===== src/rtl/core/gbp_pkg.sv =====
package gbp_pkg;

    localparam int INDEX_BITS_DFLT = 10;
    localparam int HB_W            = 4;   // history length register width
    localparam int COUNT_W         = 32;

    localparam logic [1:0] CTR_WEAK_TAKEN = 2'd2;
    localparam logic [1:0] CTR_MAX        = 2'd3;
    localparam logic [1:0] CTR_MIN        = 2'd0;

    typedef enum logic {
        ST_CLEAR,
        ST_RUN
    } t_init_state;

    // Beat moving from the index stage to the update stage
    typedef struct packed {
        logic valid;
        logic taken;
    } t_beat_ctl;

    function automatic logic [1:0] ctr_step(input logic [1:0] ctr, input logic taken);
        logic [1:0] res;
        res = ctr;
        if (taken) begin
            if (ctr != CTR_MAX) res = ctr + 2'd1;
        end else begin
            if (ctr != CTR_MIN) res = ctr - 2'd1;
        end
        return res;
    endfunction

endpackage


===== src/rtl/core/gbp_pht.sv =====
module gbp_pht #(
    parameter int INDEX_BITS = gbp_pkg::INDEX_BITS_DFLT
) (
    input  logic                  i_clk,
    input  logic                  i_wr_en,
    input  logic [INDEX_BITS-1:0] i_wr_addr,
    input  logic [1:0]            i_wr_data,
    input  logic                  i_rd_en,
    input  logic [INDEX_BITS-1:0] i_rd_addr,
    output logic [1:0]            o_rd_data
);
    import gbp_pkg::*;

    localparam int DEPTH = 1 << INDEX_BITS;

    logic [1:0] r_mem [DEPTH];
    logic [1:0] r_rd_data;

    // read returns old contents on a same-address write
    always_ff @(posedge i_clk) begin
        if (i_wr_en) begin
            r_mem[i_wr_addr] <= i_wr_data;
        end
        if (i_rd_en) begin
            r_rd_data <= r_mem[i_rd_addr];
        end
    end

    assign o_rd_data = r_rd_data;

endmodule


===== src/rtl/core/gbp_front.sv =====
module gbp_front #(
    parameter int INDEX_BITS = gbp_pkg::INDEX_BITS_DFLT
) (
    input  logic                      i_clk,
    input  logic                      i_rst_n,
    input  logic                      i_cfg_we,
    input  logic [gbp_pkg::HB_W-1:0]  i_cfg_wdata,
    input  logic                      i_accept,
    input  logic [63:0]               i_branch_address,
    input  logic                      i_taken,
    input  logic                      i_advance,
    output logic                      o_rd_en,
    output logic [INDEX_BITS-1:0]     o_rd_addr,
    output gbp_pkg::t_beat_ctl        o_s1,
    output logic [INDEX_BITS-1:0]     o_s1_idx
);
    import gbp_pkg::*;

    localparam int SH_W = $clog2(INDEX_BITS + 1);

    logic [HB_W-1:0]       r_hbits;
    logic [INDEX_BITS-1:0] r_hist, n_hist;
    logic                  r_s1_valid, n_s1_valid;
    logic                  r_s1_taken;
    logic [INDEX_BITS-1:0] r_s1_idx;

    logic [SH_W-1:0]       hist_sh;
    logic [INDEX_BITS-1:0] idx;
    logic [INDEX_BITS-1:0] hist_set;

    // history length clamps to the index width
    always_ff @(posedge i_clk) begin
        if (!i_rst_n) begin
            r_hbits <= '0;
        end else if (i_cfg_we) begin
            if (32'(i_cfg_wdata) > 32'(INDEX_BITS)) begin
                r_hbits <= HB_W'(INDEX_BITS);
            end else begin
                r_hbits <= i_cfg_wdata;
            end
        end
    end

    always_comb begin
        hist_sh  = SH_W'(INDEX_BITS) - SH_W'(r_hbits);
        idx      = i_branch_address[2 +: INDEX_BITS] ^ (r_hist << hist_sh);
        hist_set = i_taken ? (INDEX_BITS'(1) << (r_hbits - HB_W'(1))) : '0;
        n_hist   = r_hist;
        if (i_accept && (r_hbits != '0)) begin
            n_hist = (r_hist >> 1) | hist_set;
        end
        n_s1_valid = r_s1_valid;
        if (i_accept) begin
            n_s1_valid = 1'b1;
        end else if (i_advance) begin
            n_s1_valid = 1'b0;
        end
    end

    always_ff @(posedge i_clk) begin
        if (!i_rst_n) begin
            r_hist     <= '0;
            r_s1_valid <= 1'b0;
        end else begin
            r_hist     <= n_hist;
            r_s1_valid <= n_s1_valid;
        end
    end

    always_ff @(posedge i_clk) begin
        if (i_accept) begin
            r_s1_idx   <= idx;
            r_s1_taken <= i_taken;
        end
    end

    assign o_rd_en        = i_accept;
    assign o_rd_addr      = idx;
    assign o_s1.valid     = r_s1_valid;
    assign o_s1.taken     = r_s1_taken;
    assign o_s1_idx       = r_s1_idx;

endmodule


===== src/rtl/core/gbp_back.sv =====
module gbp_back #(
    parameter int INDEX_BITS = gbp_pkg::INDEX_BITS_DFLT
) (
    input  logic                         i_clk,
    input  logic                         i_rst_n,
    input  gbp_pkg::t_beat_ctl           i_s1,
    input  logic [INDEX_BITS-1:0]        i_s1_idx,
    input  logic [1:0]                   i_rd_data,
    output logic                         o_advance,
    output logic                         o_wr_en,
    output logic [INDEX_BITS-1:0]        o_wr_addr,
    output logic [1:0]                   o_wr_data,
    output logic                         o_out_valid,
    input  logic                         i_out_ready,
    output logic                         o_predicted_taken,
    output logic                         o_mispredicted,
    output logic [gbp_pkg::COUNT_W-1:0]  o_mispredict_total,
    output logic [gbp_pkg::COUNT_W-1:0]  o_branch_total
);
    import gbp_pkg::*;

    logic                  r_fwd_valid;
    logic [INDEX_BITS-1:0] r_fwd_idx;
    logic [1:0]            r_fwd_val;
    logic                  r_out_valid, n_out_valid;
    logic                  r_out_pred;
    logic                  r_out_miss;
    logic [COUNT_W-1:0]    r_miss, n_miss;
    logic [COUNT_W-1:0]    r_seen, n_seen;

    logic       advance;
    logic [1:0] ctr;
    logic       pred;
    logic       miss;

    // last write bypasses the memory read that overlapped it
    always_comb begin
        ctr     = (r_fwd_valid && (r_fwd_idx == i_s1_idx)) ? r_fwd_val : i_rd_data;
        pred    = ctr[1];
        miss    = pred != i_s1.taken;
        advance = i_s1.valid && (!r_out_valid || i_out_ready);

        n_seen = r_seen;
        n_miss = r_miss;
        if (advance) begin
            if (r_seen != '1) n_seen = r_seen + COUNT_W'(1);
            if (miss && (r_miss != '1)) n_miss = r_miss + COUNT_W'(1);
        end

        n_out_valid = r_out_valid;
        if (advance) begin
            n_out_valid = 1'b1;
        end else if (i_out_ready) begin
            n_out_valid = 1'b0;
        end
    end

    always_ff @(posedge i_clk) begin
        if (!i_rst_n) begin
            r_fwd_valid <= 1'b0;
            r_out_valid <= 1'b0;
            r_seen      <= '0;
            r_miss      <= '0;
        end else begin
            r_out_valid <= n_out_valid;
            r_seen      <= n_seen;
            r_miss      <= n_miss;
            if (advance) begin
                r_fwd_valid <= 1'b1;
            end
        end
    end

    always_ff @(posedge i_clk) begin
        if (advance) begin
            r_fwd_idx  <= i_s1_idx;
            r_fwd_val  <= ctr_step(ctr, i_s1.taken);
            r_out_pred <= pred;
            r_out_miss <= miss;
        end
    end

    assign o_advance          = advance;
    assign o_wr_en            = advance;
    assign o_wr_addr          = i_s1_idx;
    assign o_wr_data          = ctr_step(ctr, i_s1.taken);
    assign o_out_valid        = r_out_valid;
    assign o_predicted_taken  = r_out_pred;
    assign o_mispredicted     = r_out_miss;
    assign o_mispredict_total = r_miss;
    assign o_branch_total     = r_seen;

    a_miss_le_seen: assert property (@(posedge i_clk) disable iff (!i_rst_n)
        r_miss <= r_seen)
        else $error("mispredict count above branch count");

    a_seen_steps: assert property (@(posedge i_clk) disable iff (!i_rst_n)
        advance |=> (r_seen == $past(r_seen) + COUNT_W'(1)) || ($past(r_seen) == '1))
        else $error("branch count did not step on a retired beat");

    a_hold_counts: assert property (@(posedge i_clk) disable iff (!i_rst_n)
        !advance |=> $stable(r_seen) && $stable(r_miss))
        else $error("counts moved without a retired beat");

    a_fwd_tracks: assert property (@(posedge i_clk) disable iff (!i_rst_n)
        advance |=> r_fwd_valid && (r_fwd_idx == $past(i_s1_idx)))
        else $error("bypass register missed the last table write");

endmodule


===== src/rtl/core/gshare_branch_predictor.sv =====
// Channel  Handshake                  Payload
// -------  -------------------------  ----------------------------------------------
// in       i_in_valid / o_in_ready    i_branch_address[63:0], i_taken
// out      o_out_valid / i_out_ready  o_predicted_taken, o_mispredicted,
//                                     o_mispredict_total[31:0], o_branch_total[31:0]
// cfg      i_cfg_we                   i_cfg_wdata[3:0] (history length)
//
// One beat a cycle sustained while the output is not stalled; a result passes the
// table read register, then the update stage into the output register. The counter
// table read is a registered stage of its own. After reset the table is swept to
// weakly taken, one entry a cycle; o_in_ready stays low meanwhile. Config writes
// are taken. A stalled output holds the update stage; the input side keeps flowing
// while that stage can empty into the output register in the same cycle.
module gshare_branch_predictor #(
    parameter int INDEX_BITS = gbp_pkg::INDEX_BITS_DFLT
) (
    input  logic                         i_clk,
    input  logic                         i_rst_n,
    input  logic                         i_cfg_we,
    input  logic [gbp_pkg::HB_W-1:0]     i_cfg_wdata,
    input  logic                         i_in_valid,
    output logic                         o_in_ready,
    input  logic [63:0]                  i_branch_address,
    input  logic                         i_taken,
    output logic                         o_out_valid,
    input  logic                         i_out_ready,
    output logic                         o_predicted_taken,
    output logic                         o_mispredicted,
    output logic [gbp_pkg::COUNT_W-1:0]  o_mispredict_total,
    output logic [gbp_pkg::COUNT_W-1:0]  o_branch_total
);
    import gbp_pkg::*;

    t_init_state           r_state, n_state;
    logic [INDEX_BITS-1:0] r_clr_addr, n_clr_addr;
    logic                  clearing;

    logic                  accept;
    logic                  advance;
    logic                  rd_en;
    logic [INDEX_BITS-1:0] rd_addr;
    logic [1:0]            rd_data;
    t_beat_ctl             s1;
    logic [INDEX_BITS-1:0] s1_idx;

    logic                  upd_wr_en;
    logic [INDEX_BITS-1:0] upd_wr_addr;
    logic [1:0]            upd_wr_data;

    logic                  wr_en;
    logic [INDEX_BITS-1:0] wr_addr;
    logic [1:0]            wr_data;

    // reset sweep: next state
    always_comb begin
        n_state    = r_state;
        n_clr_addr = r_clr_addr;
        case (r_state)
            ST_CLEAR: begin
                n_clr_addr = r_clr_addr + INDEX_BITS'(1);
                if (r_clr_addr == '1) n_state = ST_RUN;
            end
            ST_RUN: begin
                n_state = ST_RUN;
            end
            default: begin
                n_state = ST_CLEAR;
            end
        endcase
    end

    // reset sweep: outputs
    always_comb begin
        case (r_state)
            ST_CLEAR: clearing = 1'b1;
            ST_RUN:   clearing = 1'b0;
            default:  clearing = 1'b1;
        endcase
    end

    always_ff @(posedge i_clk) begin
        if (!i_rst_n) begin
            r_state    <= ST_CLEAR;
            r_clr_addr <= '0;
        end else begin
            r_state    <= n_state;
            r_clr_addr <= n_clr_addr;
        end
    end

    // outside the reset sweep, a new beat enters whenever the update stage is empty or emptying
    assign o_in_ready = !clearing && (!s1.valid || advance);
    assign accept     = i_in_valid && o_in_ready;

    assign wr_en   = clearing ? 1'b1 : upd_wr_en;
    assign wr_addr = clearing ? r_clr_addr : upd_wr_addr;
    assign wr_data = clearing ? CTR_WEAK_TAKEN : upd_wr_data;

    gbp_front #(
        .INDEX_BITS (INDEX_BITS)
    ) u_front (
        .i_clk            (i_clk),
        .i_rst_n          (i_rst_n),
        .i_cfg_we         (i_cfg_we),
        .i_cfg_wdata      (i_cfg_wdata),
        .i_accept         (accept),
        .i_branch_address (i_branch_address),
        .i_taken          (i_taken),
        .i_advance        (advance),
        .o_rd_en          (rd_en),
        .o_rd_addr        (rd_addr),
        .o_s1             (s1),
        .o_s1_idx         (s1_idx)
    );

    gbp_pht #(
        .INDEX_BITS (INDEX_BITS)
    ) u_pht (
        .i_clk     (i_clk),
        .i_wr_en   (wr_en),
        .i_wr_addr (wr_addr),
        .i_wr_data (wr_data),
        .i_rd_en   (rd_en),
        .i_rd_addr (rd_addr),
        .o_rd_data (rd_data)
    );

    gbp_back #(
        .INDEX_BITS (INDEX_BITS)
    ) u_back (
        .i_clk              (i_clk),
        .i_rst_n            (i_rst_n),
        .i_s1               (s1),
        .i_s1_idx           (s1_idx),
        .i_rd_data          (rd_data),
        .o_advance          (advance),
        .o_wr_en            (upd_wr_en),
        .o_wr_addr          (upd_wr_addr),
        .o_wr_data          (upd_wr_data),
        .o_out_valid        (o_out_valid),
        .i_out_ready        (i_out_ready),
        .o_predicted_taken  (o_predicted_taken),
        .o_mispredicted     (o_mispredicted),
        .o_mispredict_total (o_mispredict_total),
        .o_branch_total     (o_branch_total)
    );

    a_no_beat_in_sweep: assert property (@(posedge i_clk) disable iff (!i_rst_n)
        clearing |-> !o_in_ready && !s1.valid)
        else $error("beat admitted during table sweep");

    a_sweep_no_update: assert property (@(posedge i_clk) disable iff (!i_rst_n)
        clearing |-> !upd_wr_en)
        else $error("update write during table sweep");

    a_accept_fills_s1: assert property (@(posedge i_clk) disable iff (!i_rst_n)
        accept |=> s1.valid)
        else $error("accepted beat lost before update stage");

endmodule

===== config.mk =====
export PLATFORM = sky130hd
export DESIGN_NAME = gshare_branch_predictor
export DESIGN_NICKNAME = d
export VERILOG_FILES = /design/src/rtl/core/gbp_pkg.sv /design/src/rtl/core/gbp_pht.sv /design/src/rtl/core/gbp_front.sv /design/src/rtl/core/gbp_back.sv /design/src/rtl/core/gshare_branch_predictor.sv
export SDC_FILE = /design/constraint.sdc
export NUM_CORES = 2
export LEC_CHECK = 0
export BUFFER_PORTS_ARGS = -buffer_cell sky130_fd_sc_hd__buf_2
export CAP_MARGIN = 20
export CELL_PAD_IN_SITES_DETAIL_PLACEMENT = 2
export CELL_PAD_IN_SITES_GLOBAL_PLACEMENT = 2
export CORE_MARGIN = 4
export CORE_UTILIZATION = 45
export CTS_CLUSTER_DIAMETER = 80
export CTS_CLUSTER_SIZE = 10
export DETAILED_ROUTE_END_ITERATION = 7
export MAX_ROUTING_LAYER = met4
export PLACE_DENSITY_LB_ADDON = 0.1
export SYNTH_ARGS = -nofsm -noshare
export SYNTH_HDL_FRONTEND = slang
export SYNTH_HIERARCHICAL = 1
export SYNTH_SLANG_ARGS = --single-unit

===== constraint.sdc =====
create_clock -name i_clk -period 48.7 [get_ports i_clk]
set_input_delay 4.87 -clock i_clk [delete_from_list [all_inputs] [get_ports i_clk]]
set_output_delay 4.87 -clock i_clk [all_outputs]
set_load 0.005 [all_outputs]

# Yosys cells after proc, flatten, opt, wreduce, memory -nomap -nowiden
# Memories as Yosys holds them, arrays and structs flattened. A register that Yosys moved wholly into a read port is not among the register bits.
# Index checks and enable logic that the tools add are counted.
# W data, S select, Z words.
# word_totals
regBits,117
mem_bits_rw,2048
in_bits,74
output_inout_bits,68
wordCells,70
memories,1
# op_classes
n_addsub,7
order_cmp,1
n_eq_ne,6
shift,2
muxes,18
bitwise,3
n_reduce_logical,17
# mem_list
name,words,width,read_ports,rd_clocked_by_memory_dff,write_ports,line_no,source
u_pht.r_mem,1024,2,1,1,1,gbp_pht.sv:16,logic [1:0] r_mem [DEPTH];
# op_table
cell,count
$add A32 B1 Y32 const B,2
$ne A32 B32 Y1 const B,2
$mux W10,2
$add A10 B1 Y10 const B,1
$eq A10 B10 Y1,1
$eq A10 B10 Y1 const B,1
$mux W2,5
$or A9 B10 Y10,1
$shl A1 B4 Y10 const A,1
$shl A10 B4 Y10,1
$xor A10 B10 Y10,1
$mux W1,8
$logic_and A1 B1 Y1,6
$reduce_bool A2 Y1,3
$gt A4 B4 Y1 const B,1
$mux W4,1
$pmux W1 S2,2
$reduce_and A2 Y1,2
$reduce_bool A4 Y1,1
$sub A4 B1 Y4 const B,1
$sub A4 B4 Y4 const A,1
$logic_not A1 Y1,3
$add A2 B1 Y2 const B,1
$logic_or A1 B1 Y1,2
other kinds (4),4

# Logic depth before layout (Yosys ltp)
# depth
ltp_word,7
ltp_mapped,22
mapped_depth_nobuf,15

# Modules after synthesis
# Netlist, hierarchy kept.
# by_module_without_submodules
mod,instances,cells_per_inst,area_each_um2,seq_area_each_um2
gbp_pht,1,4793,83777.8,61559.0
gbp_back,1,432,3947.5,1741.7
gbp_front,1,173,1665.3,630.6
gshare_branch_predictor,1,69,628.1,220.2

# Worst setup path before layout
# OpenSTA, ideal clock, no wires.
# synth_path
kind,register -> register
start,"register u_front.r_s1_idx[4], in the netlist u_front/o_s1_idx[4]"
end,"memory u_pht.r_mem[0][1], data pin"
setup_time_ns,2.993
arrival_time_ns,14.919
required_ns,45.707
path_slack_ns,30.788
path_stages_with_launch,7
path_buffers,0
synth_period_minus_slack_ns,17.912
cell_sequence,edfxtp_1 -> xor2_1 -> nor4_2 -> and3_1 -> mux2_2 -> maj3_1 -> nand2b_1
# synth_between
elab_chain_len,7
elab_cells_between_ends,11
classes_between,add/sub (2); eq/ne (2); mux (5); reduce/logical (2)
# synth_rtl
item,line_no,source
"start, declared",gbp_front.sv:25,logic [INDEX_BITS-1:0] r_s1_idx;
"start signal, assigned",gbp_front.sv:72,r_s1_idx <= idx;
$eq A10 B10 Y1 (*),gbp_back.sv:38,ctr = (r_fwd_valid && (r_fwd_idx == i_s1_idx)) ? r_fwd_val : i_rd_data;
$logic_and A1 B1 Y1 (*),gbp_back.sv:38,
$mux W2 (*),gbp_back.sv:38,
via u_back.ctr[1],gbp_back.sv:32,logic [1:0] ctr;
$sub A2 B1 Y2 (tied with other cells),gbp_pkg.sv:28,if (ctr != CTR_MIN) res = ctr - 2'd1;
$mux W2 (on tied branches),"gbp_pkg.sv:28, gbp_pkg.sv:26",
$mux W2 (*),gbp_pkg.sv:25,if (taken) begin
via upd_wr_data[1],gshare_branch_predictor.sv:48,logic [1:0] upd_wr_data;
$mux W2 (*),gshare_branch_predictor.sv:97,assign wr_data = clearing ? CTR_WEAK_TAKEN : upd_wr_data;
via wr_data[1],gshare_branch_predictor.sv:52,logic [1:0] wr_data;
"end, declared",gbp_pht.sv:16,
# Mark *: on every way through the listed nets, which the timed path passes. The rest lies on a longest branch.

# Worst setup path after layout
# layout_path
start,input i_branch_address[2]
end,"register u_pht.r_rd_data[0], in the netlist u_pht/o_rd_data[0] (read register of u_pht.r_mem), data pin"
# layout_between
elab_chain_len,1
# layout_rtl
item,line_no,source
"start, declared",gshare_branch_predictor.sv:23,"input logic [63:0] i_branch_address,"
$xor A10 B10 Y10,gbp_front.sv:46,idx = i_branch_address[2 +: INDEX_BITS] ^ (r_hist << hist_sh);
via rd_addr[0],gshare_branch_predictor.sv:41,logic [INDEX_BITS-1:0] rd_addr;
"end, declared",gbp_pht.sv:17,logic [1:0] r_rd_data;
# The timed path passes the listed nets, and every way through them passes these cells.
# A chain may end at the register's enable or synchronous reset.

==> flow_summary_export.csv <==
group,metric,value,unit
status,outcome,"completed",
drt,drcViolationCount,0,
synth,synth-simple-area-share,7.667,%
timing,rsz0062_at_grt,"false",
clocking,cts_sinks,2167,
synth,yosysWarnings,6,
worst_setup_path,reg2reg_slack,38820,ps
global_routing,grt_pass1_vias,55750,
synth,synthFlopType,"edfxtp_1",
global_routing,grt_start_max_net_pins,219,
clocking,cts-resized-gates,0,
power,p_int,2.909,mW
power,peakVddDrop,0.00003100,V
clocking,cts_buffers,234,
worst_setup_path,critical_path_class,"primary input to flop",
timing,hold_viol_final,0,
synth,synth_seq_area_share,71.26,%
power,powerDensity,37.25,mW/mm2
drt,totalWireLength,295600,um
synth,syn_inst,5467,
worst_setup_path,required,49340,ps
die,num_rows,163,
clocking,cts_tree,"yes",
drt,routedWlPerCell,35.95,um
hold_path,hold_path_depth,1,
clocking,h-tree-depth,4,
timing,fmax,85.67,MHz
worst_setup_path,worstRegToRegCells,19,
clocking,postCtsHoldBufs,0,
synth,synth_xor_area_share,0.5824,%
synth,synth_compound_area_share,3.679,%
timing,slew_violations,0,
power,p_leak,29.17,nW
worst_setup_path,start_kind,"primary input",
drt,first_pass_iters,6,
synth,ys_types,87,
synth,synth_top_family_by_area,"multiplexers",
synth,synthAdderAreaFrac,0.1473,%
final_layout,design_area,0.09959,mm2
drt,ant_nets,0,
job,cap_viol_max_count,0,
final_layout,multi_input_area,0.02395,mm2
synth,yosys-mux-area-fraction,13.98,%
die,boundaryPins,142,
synth,syn_avg_cell_area,16.47,um2
power,sw_frac_of_total,21.60,%
final_layout,layout.nets,5605,
die,initial_utilization,45.41,%
timing,slew_headroom,20.11,%
hold_path,hp-class,"flop to flop",
placement,dp_hpwl,170000,um
placement,dpl_cell_area,0.09328,mm2
final_layout,area_delta_synth_final,10.63,%
power,power,3.710,mW
final_layout,layout-drive-gt1-share,19.13,%
worst_setup_path,r2r_end,"u_pht/o_rd_data[0]",
clocking,post_cts_buffers,0,
placement,port_buffers,87,
die,die_height,455.3,um
timing,final.period_utilization,23.97,%
global_routing,groute.usage.overall,29.33,%
worst_setup_path,end_kind,"flop",
drt,avgViaCountPerCell,6.352,
final_layout,regArea,0.06415,mm2
worst_setup_path,endpoint,"u_pht/o_rd_data[0]",
power,share_comb_of_total_power,3.5,%
placement,place_congestion,0.7927,
power,switchingPower,0.8012,mW
worst_setup_path,startpoint,"i_branch_address[2]",
global_routing,gr-total-overflow,0,
timing,setup_violations,0,
timing,skew,45.69,ps
power,seq_power_share,54.2,%
synth,synth-seq-cells,2167,
worst_setup_path,worstPathMaxFanout,45,
timing,finalWorstSetupSlack,37030,ps
drt,vias,52220,
clocking,insertion_delay,880,ps
clocking,cts_buffer_depth,3,
drt,drt_first_iter_violations,5764,
clocking,cts-root-buf,"clkbuf_16",
timing,hold_slack,475.3,ps
global_routing,antenna_found_initial,15,
final_layout,final_common_cell,"edfxtp_1",
worst_setup_path,arrival,12310,ps
synth,synth_edf_count,2075,
die,dieArea,0.2073,mm2
clocking,clkSlewWorstSetupHoldPaths,60,ps
synth,syn-num-nets,5550,
worst_setup_path,r2r-start,"u_front/r_hbits[0]",
global_routing,grt_pass1_wl,420700,um
die,coreArea,0.1982,mm2
timing,worst_pin_slew,1198,ps
final_layout,mostFrequentLayoutCells,"2075 x edfxtp_1, 1106 x nor2_1, 451 x mux4_2, 236 x clkbuf_16, 213 x mux2i_1",
synth,synth_area,0.09002,mm2
final_layout,n_fill_cell,17770,
placement,post-place-ws,36040,ps
synth,ys_async_sr_fraction,0,%
die,die_width,455.3,um
timing,finalCriticalPeriod,11670,ps
timing,setup_tns,0,ps
power,power_frac_clock,42.3,%
## stage by stage
stage / utilization, % / instances
3_3_place_gp: 47.03 / 7923
6_report: 50.24 / 8221
2_1_floorplan: - / 5467
4_1_cts: 50.22 / 8218
3_5_place_dp: 47.06 / 7925
5_1_grt: 50.23 / 8220
## critical path, cell delays in order
cell and delay [ps]:
buf_2 120, xnor2_2 140, buf_4 670, buf_4 640, buf_4 720, buf_4 560
buf_4 710, buf_4 790, mux2i_1 210, o221ai_1 290, o22ai_1 140, o21ai_0 540
o21ai_0 300, nor4_1 900, o22ai_1 180, nand4_1 300
## layout make-up
type	count	area share, %
inverters	22	0.08795
clock buffers	280	6.096
flip-flops and latches	2167	64.42
repair buffers	254	1.819
well taps	2640	3.317
diodes	2	0.005026
clock inverters	13	0.2023
multi-input cells	2843	24.05
## flip-flops by register name, indices dropped and copies added (netlist names)
name,count
u_back/r_fwd_valid,1
u_front/r_hist,10
u_back/o_mispredicted,1
u_pht/o_rd_data,2
u_pht/r_mem,2048
u_front/r_s1_taken,1
u_back/r_fwd_idx,10
u_back/o_branch_total,32
u_back/o_predicted_taken,1
u_back/o_mispredict_total,32
r_state,1
u_front/o_s1_idx,10
u_back/o_out_valid,1
r_clr_addr,10
u_back/r_fwd_val,2
u_front/r_s1_valid,1
u_front/r_hbits,4
## cell families after synthesis
family / Yosys count
compound gates: 485
xor+xnor: 56
fa+ha+maj: 11
buf+inv: 457
flops: 2167
mux: 690
simple gates: 1601
## synthesized netlist by cell type, drive strengths merged (25+ instances only)
cell / number / area (um2)
edfxtp: 2075 / 62310
nor2: 1110 / 4174
mux4: 451 / 10160
clkbuf: 253 / 949.7
mux2i: 213 / 2132
buf: 182 / 1383
nand2: 140 / 525.5
a21oi: 118 / 601.8
dfxtp: 92 / 1842
o221ai: 83 / 733.2
o21ai: 75 / 379.1
nand3: 72 / 360.4
nor3: 66 / 330.3
o22ai: 46 / 294.0
a22oi: 45 / 337.8
xor2: 35 / 332.8
nand4: 31 / 212.7
mux2: 26 / 292.8
or3: 25 / 157.6
## routing by layer
metal	wire length [um]	part of all wire [%]	track usage, %
met5	0	0	-
met4	10220	3.5	8.841
met3	18160	6.1	3.661
met2	149900	51	48.95
met1	117300	40	37.89
## power by group through the flow
| stage | combinational [mW] | sequential [mW] | clock [mW] |
|---|---|---|---|
| floorplan | 0.0764 | 2.05 | 0 |
| global placement | 0.127 | 2.05 | 0 |
| detailed placement | 0.129 | 2.05 | 0 |
| CTS | 0.129 | 2.01 | 1.60 |
| global route | 0.133 | 2.01 | 1.68 |
| finish | 0.129 | 2.01 | 1.57 |
## worst min-delay path by stage
stage	startpoint	to	slack, ps
3_5_place_dp	u_back/r_fwd_valid	u_back/r_fwd_valid	450
6_report	u_back/r_fwd_valid	u_back/r_fwd_valid	480
5_1_grt	u_back/r_fwd_valid	u_back/r_fwd_valid	500
4_1_cts	u_back/r_fwd_valid	u_back/r_fwd_valid	470
2_1_floorplan	u_back/r_fwd_valid	u_back/r_fwd_valid	430
3_3_place_gp	u_back/r_fwd_valid	u_back/r_fwd_valid	450
Note: power is estimated with default switching activity, not from simulation.
